[src/rtl/trpc_pkg.sv]
// Shared types, sizes and helpers for the textured polygon rectangle clipper.
// Used by trpc_ram, trpc_div_unit and the top level; depends on nothing else.
package trpc_pkg;

   localparam int MAX_VERTS = 32;
   localparam int FRAC_BITS = 8;
   localparam int OUT_CAP   = 36;
   localparam int DEPTH     = (MAX_VERTS > OUT_CAP) ? MAX_VERTS : OUT_CAP;
   localparam int IDX_W     = $clog2(DEPTH);
   localparam int CNT_W     = $clog2(DEPTH + 1);

   localparam int COORD_W = 24;
   localparam int WORD_W  = 4 * COORD_W;
   localparam int BND_W   = 13;
   localparam int B_W     = BND_W + FRAC_BITS + 1;
   localparam int AX_W    = ((B_W > COORD_W) ? B_W : COORD_W) + 1;
   localparam int DIFF_W  = COORD_W + 1;
   localparam int PROD_W  = AX_W + DIFF_W;
   localparam int SUM_W   = PROD_W + 1;
   localparam int ITER_W  = $clog2(PROD_W);

   // Field slots of one stored vertex word, lowest first.
   localparam logic [1:0] F_X = 2'd0;
   localparam logic [1:0] F_Y = 2'd1;
   localparam logic [1:0] F_U = 2'd2;
   localparam logic [1:0] F_V = 2'd3;

   localparam logic [1:0] REG_LEFT   = 2'd0;
   localparam logic [1:0] REG_RIGHT  = 2'd1;
   localparam logic [1:0] REG_TOP    = 2'd2;
   localparam logic [1:0] REG_BOTTOM = 2'd3;

   typedef logic [WORD_W-1:0] word_type;

   typedef struct packed {
      logic                              start;
      logic signed [COORD_W-1:0]         c_prev;
      logic signed [COORD_W-1:0]         c_cur;
      logic signed [AX_W-1:0]            t_num;
      logic signed [AX_W-1:0]            d_den;
   } div_req_type;

   typedef struct packed {
      logic                              busy;
      logic                              done;
      logic signed [COORD_W-1:0]         value;
   } div_rsp_type;

   function automatic logic signed [COORD_W-1:0] field_of(input word_type w,
                                                          input logic [1:0] sel);
      logic signed [COORD_W-1:0] r;
      unique case (sel)
         F_X: r = w[COORD_W-1:0];
         F_Y: r = w[2*COORD_W-1:COORD_W];
         F_U: r = w[3*COORD_W-1:2*COORD_W];
         F_V: r = w[4*COORD_W-1:3*COORD_W];
         default: r = '0;
      endcase
      return r;
   endfunction

   function automatic logic signed [COORD_W-1:0] sat_coord(input logic signed [SUM_W-1:0] v);
      logic signed [SUM_W-1:0] hi;
      logic signed [SUM_W-1:0] lo;
      hi = SUM_W'(signed'({1'b0, {(COORD_W-1){1'b1}}}));
      lo = -hi - SUM_W'(1);
      if (v > hi) return hi[COORD_W-1:0];
      else if (v < lo) return lo[COORD_W-1:0];
      else return v[COORD_W-1:0];
   endfunction

endpackage

[src/rtl/trpc_div_unit.sv]
// Shared interpolation unit: c_prev + (c_cur - c_prev) * t / d, truncated toward zero,
// saturated to 24 bits. One multiply, then a restoring divide at one bit per cycle.
// Depends on trpc_pkg.
module trpc_div_unit (
   input  logic                  clock,
   input  logic                  reset,
   input  trpc_pkg::div_req_type req,
   output trpc_pkg::div_rsp_type rsp
);

   localparam logic [2:0] U_IDLE = 3'd0;
   localparam logic [2:0] U_MUL  = 3'd1;
   localparam logic [2:0] U_ABS  = 3'd2;
   localparam logic [2:0] U_DIV  = 3'd3;
   localparam logic [2:0] U_FIN  = 3'd4;

   logic [2:0] state_ff, state_in;
   logic [trpc_pkg::ITER_W-1:0] iter_ff, iter_in;
   logic signed [trpc_pkg::COORD_W-1:0] cp_ff, cp_in;
   logic signed [trpc_pkg::DIFF_W-1:0]  diff_ff, diff_in;
   logic signed [trpc_pkg::AX_W-1:0]    t_ff, t_in;
   logic signed [trpc_pkg::AX_W-1:0]    d_ff, d_in;
   logic signed [trpc_pkg::PROD_W-1:0]  prod_ff, prod_in;
   logic [trpc_pkg::PROD_W-1:0]         num_ff, num_in;
   logic [trpc_pkg::AX_W-1:0]           den_ff, den_in;
   logic [trpc_pkg::AX_W-1:0]           rem_ff, rem_in;
   logic                                neg_ff, neg_in;
   logic signed [trpc_pkg::COORD_W-1:0] res_ff, res_in;
   logic                                done_ff, done_in;

   logic [trpc_pkg::AX_W:0]             shifted;
   logic [trpc_pkg::AX_W:0]             trial;
   logic signed [trpc_pkg::SUM_W-1:0]   quot;
   logic signed [trpc_pkg::SUM_W-1:0]   total;

   always_comb begin
      state_in = state_ff;
      iter_in  = iter_ff;
      cp_in    = cp_ff;
      diff_in  = diff_ff;
      t_in     = t_ff;
      d_in     = d_ff;
      prod_in  = prod_ff;
      num_in   = num_ff;
      den_in   = den_ff;
      rem_in   = rem_ff;
      neg_in   = neg_ff;
      res_in   = res_ff;
      done_in  = 1'b0;
      shifted  = {rem_ff, num_ff[trpc_pkg::PROD_W-1]};
      trial    = shifted - {1'b0, den_ff};
      quot     = neg_ff ? -signed'({1'b0, num_ff}) : signed'({1'b0, num_ff});
      total    = quot + trpc_pkg::SUM_W'(cp_ff);
      unique case (state_ff)
         U_IDLE: begin
            if (req.start) begin
               cp_in    = req.c_prev;
               diff_in  = trpc_pkg::DIFF_W'(req.c_cur) - trpc_pkg::DIFF_W'(req.c_prev);
               t_in     = req.t_num;
               d_in     = req.d_den;
               state_in = U_MUL;
            end
         end
         U_MUL: begin
            prod_in  = trpc_pkg::PROD_W'(diff_ff) * trpc_pkg::PROD_W'(t_ff);
            state_in = U_ABS;
         end
         U_ABS: begin
            num_in   = prod_ff[trpc_pkg::PROD_W-1] ? trpc_pkg::PROD_W'(-prod_ff)
                                                   : trpc_pkg::PROD_W'(prod_ff);
            den_in   = d_ff[trpc_pkg::AX_W-1] ? trpc_pkg::AX_W'(-d_ff) : trpc_pkg::AX_W'(d_ff);
            neg_in   = prod_ff[trpc_pkg::PROD_W-1] ^ d_ff[trpc_pkg::AX_W-1];
            rem_in   = '0;
            iter_in  = '0;
            state_in = U_DIV;
         end
         U_DIV: begin
            if (!trial[trpc_pkg::AX_W]) begin
               rem_in = trial[trpc_pkg::AX_W-1:0];
               num_in = {num_ff[trpc_pkg::PROD_W-2:0], 1'b1};
            end else begin
               rem_in = shifted[trpc_pkg::AX_W-1:0];
               num_in = {num_ff[trpc_pkg::PROD_W-2:0], 1'b0};
            end
            iter_in = iter_ff + 1'b1;
            if (iter_ff == trpc_pkg::ITER_W'(trpc_pkg::PROD_W - 1)) begin
               state_in = U_FIN;
            end
         end
         U_FIN: begin
            res_in   = trpc_pkg::sat_coord(total);
            done_in  = 1'b1;
            state_in = U_IDLE;
         end
         default: state_in = U_IDLE;
      endcase
   end

   always_ff @(posedge clock) begin
      if (reset) begin
         state_ff <= U_IDLE;
         done_ff  <= 1'b0;
      end else begin
         state_ff <= state_in;
         done_ff  <= done_in;
      end
      iter_ff <= iter_in;
      cp_ff   <= cp_in;
      diff_ff <= diff_in;
      t_ff    <= t_in;
      d_ff    <= d_in;
      prod_ff <= prod_in;
      num_ff  <= num_in;
      den_ff  <= den_in;
      rem_ff  <= rem_in;
      neg_ff  <= neg_in;
      res_ff  <= res_in;
   end

   assign rsp.busy  = (state_ff != U_IDLE);
   assign rsp.done  = done_ff;
   assign rsp.value = res_ff;

   // A result is only flagged in the cycle after the final step.
   assert property (@(posedge clock) disable iff (reset)
      done_ff |-> $past(state_ff) == U_FIN)
      else $error("divider done without final step");

   // The divisor is never zero once the divide runs.
   assert property (@(posedge clock) disable iff (reset)
      state_ff == U_DIV |-> den_ff != '0)
      else $error("zero divisor in interpolation");

   // A new request never arrives while the unit is busy.
   assert property (@(posedge clock) disable iff (reset)
      req.start |-> state_ff == U_IDLE)
      else $error("divider started while busy");

endmodule

[config.mk]
export PLATFORM = sky130hd
export DESIGN_NAME = trpc_div_unit
export DESIGN_NICKNAME = d
export VERILOG_FILES = /design/src/rtl/trpc_pkg.sv /design/src/rtl/trpc_div_unit.sv
export SDC_FILE = /design/constraint.sdc
export NUM_CORES = 2
export LEC_CHECK = 0
export ABC_AREA = 1
export CORE_MARGIN = 2
export CORE_UTILIZATION = 55
export CTS_BUF_LIST = sky130_fd_sc_hd__clkbuf_4 sky130_fd_sc_hd__clkbuf_8
export CTS_CLUSTER_DIAMETER = 200
export DETAILED_ROUTE_END_ITERATION = 12
export DONT_BUFFER_PORTS = 1
export PLACE_DENSITY = 0.78
export SLEW_MARGIN = 30
export SYNTH_ARGS = -nofsm -noshare
export SYNTH_HDL_FRONTEND = slang
export SYNTH_SLANG_ARGS = --single-unit
[constraint.sdc]
create_clock -name clock -period 12 [get_ports clock]
set_clock_uncertainty 0.15 [all_clocks]
set_input_delay 1.8 -clock clock [delete_from_list [all_inputs] [get_ports clock]]
set_output_delay 1.8 -clock clock [all_outputs]
set_load 0.005 [all_outputs]
==> impl_metrics.toml <==
[logic_synthesis]
ys.warnings.count = 0
syn_nets = 6650
yosys.area.top_type_share_pct = 30.0
syn_area_per_cell_sq_um = 7.81
synth_seq_cells = 284
synth_largest_area_cell = "fa_1"
synth_top_family_by_area = "adder cells"
synthArstFlopShare_pct = 0
synth_edf_count = 280
netlist_instances = 5643
synth_flop_cell = "edfxtp_1"
yosys-mux-area-fraction_pct = 0
synthAdderAreaFrac_pct = 37.0
synth_compound_area_share_pct = 5.09
synthSimpleGateAreaFrac_pct = 19.9
synth.cell_area_sq_um = 44100
synth-seq-area-share_pct = 19.2
synth.distinct_cells = 60
synth-xor-area-share_pct = 4.62
synthTopCellsByArea = "fa_1, edfxtp_1, nand2_1, inv_1, ha_1"

[routing]
via_per_inst = 5.31
drc = 0
wirelength_um = 116000
vias = 35402
postRouteAntennaNets = 0
wire_per_inst_um = 17.3
drt_iter0_drc = 2697
drtPass1Iterations = 6

[sta]
max_freq_mhz = 129
tns_ns = 0
whs_ns = 0.305
min_period_over_period_pct = 64.8
slew_headroom_pct = 35.3
worstMarginPinSlew_ns = 0.971
min_period_ns = 7.78
slew_violations = 0
setup_violations = 0
finalHoldViolations = 0
rsz0062_at_grt = "false"

[setup_path]
cp_top_family = "adder cells"
r2r-end = "prod_ff[48]$_DFFE_PP_"
path_cells = "nand2_1 -> inv_1 -> fa_1 -> fa_1 -> inv_1 -> fa_1 -> inv_1 -> fa_1 -> fa_1 -> fa_1 -> inv_1 -> fa_1 -> inv_1 -> ha_1 -> a21oi_1 -> inv_1 -> a21oi_1 -> nor2_1 -> a2111oi_0 -> nand2_1 -> xor2_1"
slowest_delay_ns = 0.99
crit_cells = 21
startpoint = "t_ff[6]$_DFFE_PP_"
r2r_cells = 21
crit_buf_inv = 6
endpoint_kind = "flop"
crit_slowest_cell = "edfxtp_1"
worst_r2r_startpoint = "t_ff[6]$_DFFE_PP_"
r2r_slack_ns = 4.22
start_kind = "flop"
cp_max_fo = 25
crit_type = "reg -> reg"
critical_path_required_ns = 12.29
worstPathArrival_ns = 8.07
cpMostUsedCell = "fa_1"

[hold_path]
hold_depth = 0
min_to = "den_ff[0]$_DFFE_PP_"
min_from = "d_ff[0]$_DFFE_PP_"
min_path_type = "reg -> reg"

[global_route]
grt_util_met3_pct = 4.12
grt_max_degree = 93
grt_first_pass_wirelength_um = 189000
grt_use_met2_pct = 49.2
antenna_found_initial = 4
met1_usage_pct = 37.2
grt-ovfl-total = 0
grt_use_total_pct = 28.9
busiest_layer = "met2"
grt_pass1_vias = 36715

[floorplanning]
row_count = 103
die_area_sq_um = 82500
start_util_pct = 55.7
die_h_um = 287
die_x_um = 287
core_area_sq_um = 79100
num_io_pins = 127

[place]
hpwl_um = 93900
place.gp.congestion = 0.979
place.port_buffers = 0

[clock_tree]
cts_buffers = 51
clk_path_buf_depth = 3
htree_levels = 2
cts_root_buffer = "clkbuf_8"
cts_sinks = 284
postCtsSetupBuffers = 0
cts_tree = "done"
clk_pin_slew_ns = 0.07
hold_buffers = 0
postCtsResizedCells = 0
clk_latency_ns = 0.68

[final_layout]
n_fill_cell = 7072
fin_nets = 6578
ff_latch_area_sq_um = 8490
drive_gt1_share_pct = 3.87
area_delta_synth_final_pct = 5.06
multi_input_area_sq_um = 29400

[job]
maxCapViolations = 0

[outcome]
outcome = "finished clean"
[sequential cells by signal, summed over array words and instances (netlist names), 24 cells and up]
| signal | count |
|---|---|
| num_ff | 50 |
| prod_ff | 50 |
| d_ff | 25 |
| den_ff | 25 |
| diff_ff | 25 |
| rem_ff | 25 |
| t_ff | 25 |
| cp_ff | 24 |
| res_ff | 24 |
[cell usage after synthesis (10+ instances only)]
master,instances
nand2_1,1477
inv_1,1464
fa_1,661
nor2_1,375
edfxtp_1,280
ha_1,245
clkbuf_1,172
a21oi_1,169
xor2_1,150
nand3_1,127
o21ai_0,118
xnor2_1,79
nor3_1,45
nand4_1,42
a31oi_1,30
nor3_2,15
nor4_1,14
o31ai_1,14
nand3b_1,13
nor2_2,13
o21ai_1,13
or2_2,12
o21bai_1,11
a21o_1,10
[kinds of logic after synthesis]
logic type	count (synthesis)
and+or+nand+nor	2160
xor gates and xnor gates	231
DFF	284
buffers and inverters	1661
AOI/OAI and AO/OA	401
adders and majority gates	906
[cells in the final DEF, fill, tap and decap left out, types with 30 or more instances in the layout]
| cell | instances |
|---|---|
| a21oi_1 | 169 |
| a31oi_1 | 30 |
| buf_4 | 57 |
| clkbuf_8 | 51 |
| edfxtp_1 | 280 |
| fa_1 | 661 |
| ha_1 | 245 |
| inv_1 | 1463 |
| nand2_1 | 1476 |
| nand3_1 | 127 |
| nand4_1 | 42 |
| nor2_1 | 374 |
| nor3_1 | 42 |
| o21ai_0 | 118 |
| xnor2_1 | 79 |
| xor2_1 | 150 |
[how the worst max path moves through the flow]
stage | endpoint | slack (ns)
3_5_place_dp | prod_ff[48]$_DFFE_PP_ | 4.33
5_1_grt | prod_ff[48]$_DFFE_PP_ | 3.87
3_3_place_gp | prod_ff[48]$_DFFE_PP_ | 4.49
6_report | prod_ff[48]$_DFFE_PP_ | 4.22
2_1_floorplan | prod_ff[48]$_DFFE_PP_ | 4.96
4_1_cts | prod_ff[48]$_DFFE_PP_ | 4.28
[layer usage]
metal | share of wire (%) | vias up
met2 | 48 | 1464
met3 | 7.7 | 312
met1 | 40 | 17038
li1 | - | 16586
met5 | 0.011 | -
met4 | 4.1 | 2
[stage by stage]
| stage | instance area, sq um | setup WS (ns) | cells | utilization [%] |
|---|---|---|---|---|
| 5_1_grt | 46300 | 3.87 | 6666 | 58.6 |
| 2_1_floorplan | 44100 | 4.96 | 5643 | - |
| 3_5_place_dp | 45100 | 4.33 | 6565 | 57.0 |
| 6_report | 46300 | 4.22 | 6666 | 58.6 |
| 3_3_place_gp | 45100 | 4.49 | 6565 | 57.0 |
| 4_1_cts | 46300 | 4.28 | 6660 | 58.5 |
[area by class of cell]
class	count	area share (%)
well taps	1050	2.84
multi-input cells	3698	63.4
flip-flops and latches	284	18.3
clock inverters	36	0.834
diodes	3	0.0162
repair buffers	60	0.996
inverters	1476	12.0
clock buffers	59	1.64
Power is not shown: default switching activity piles up to over one toggle a cycle in this logic, so the estimate is an artifact.
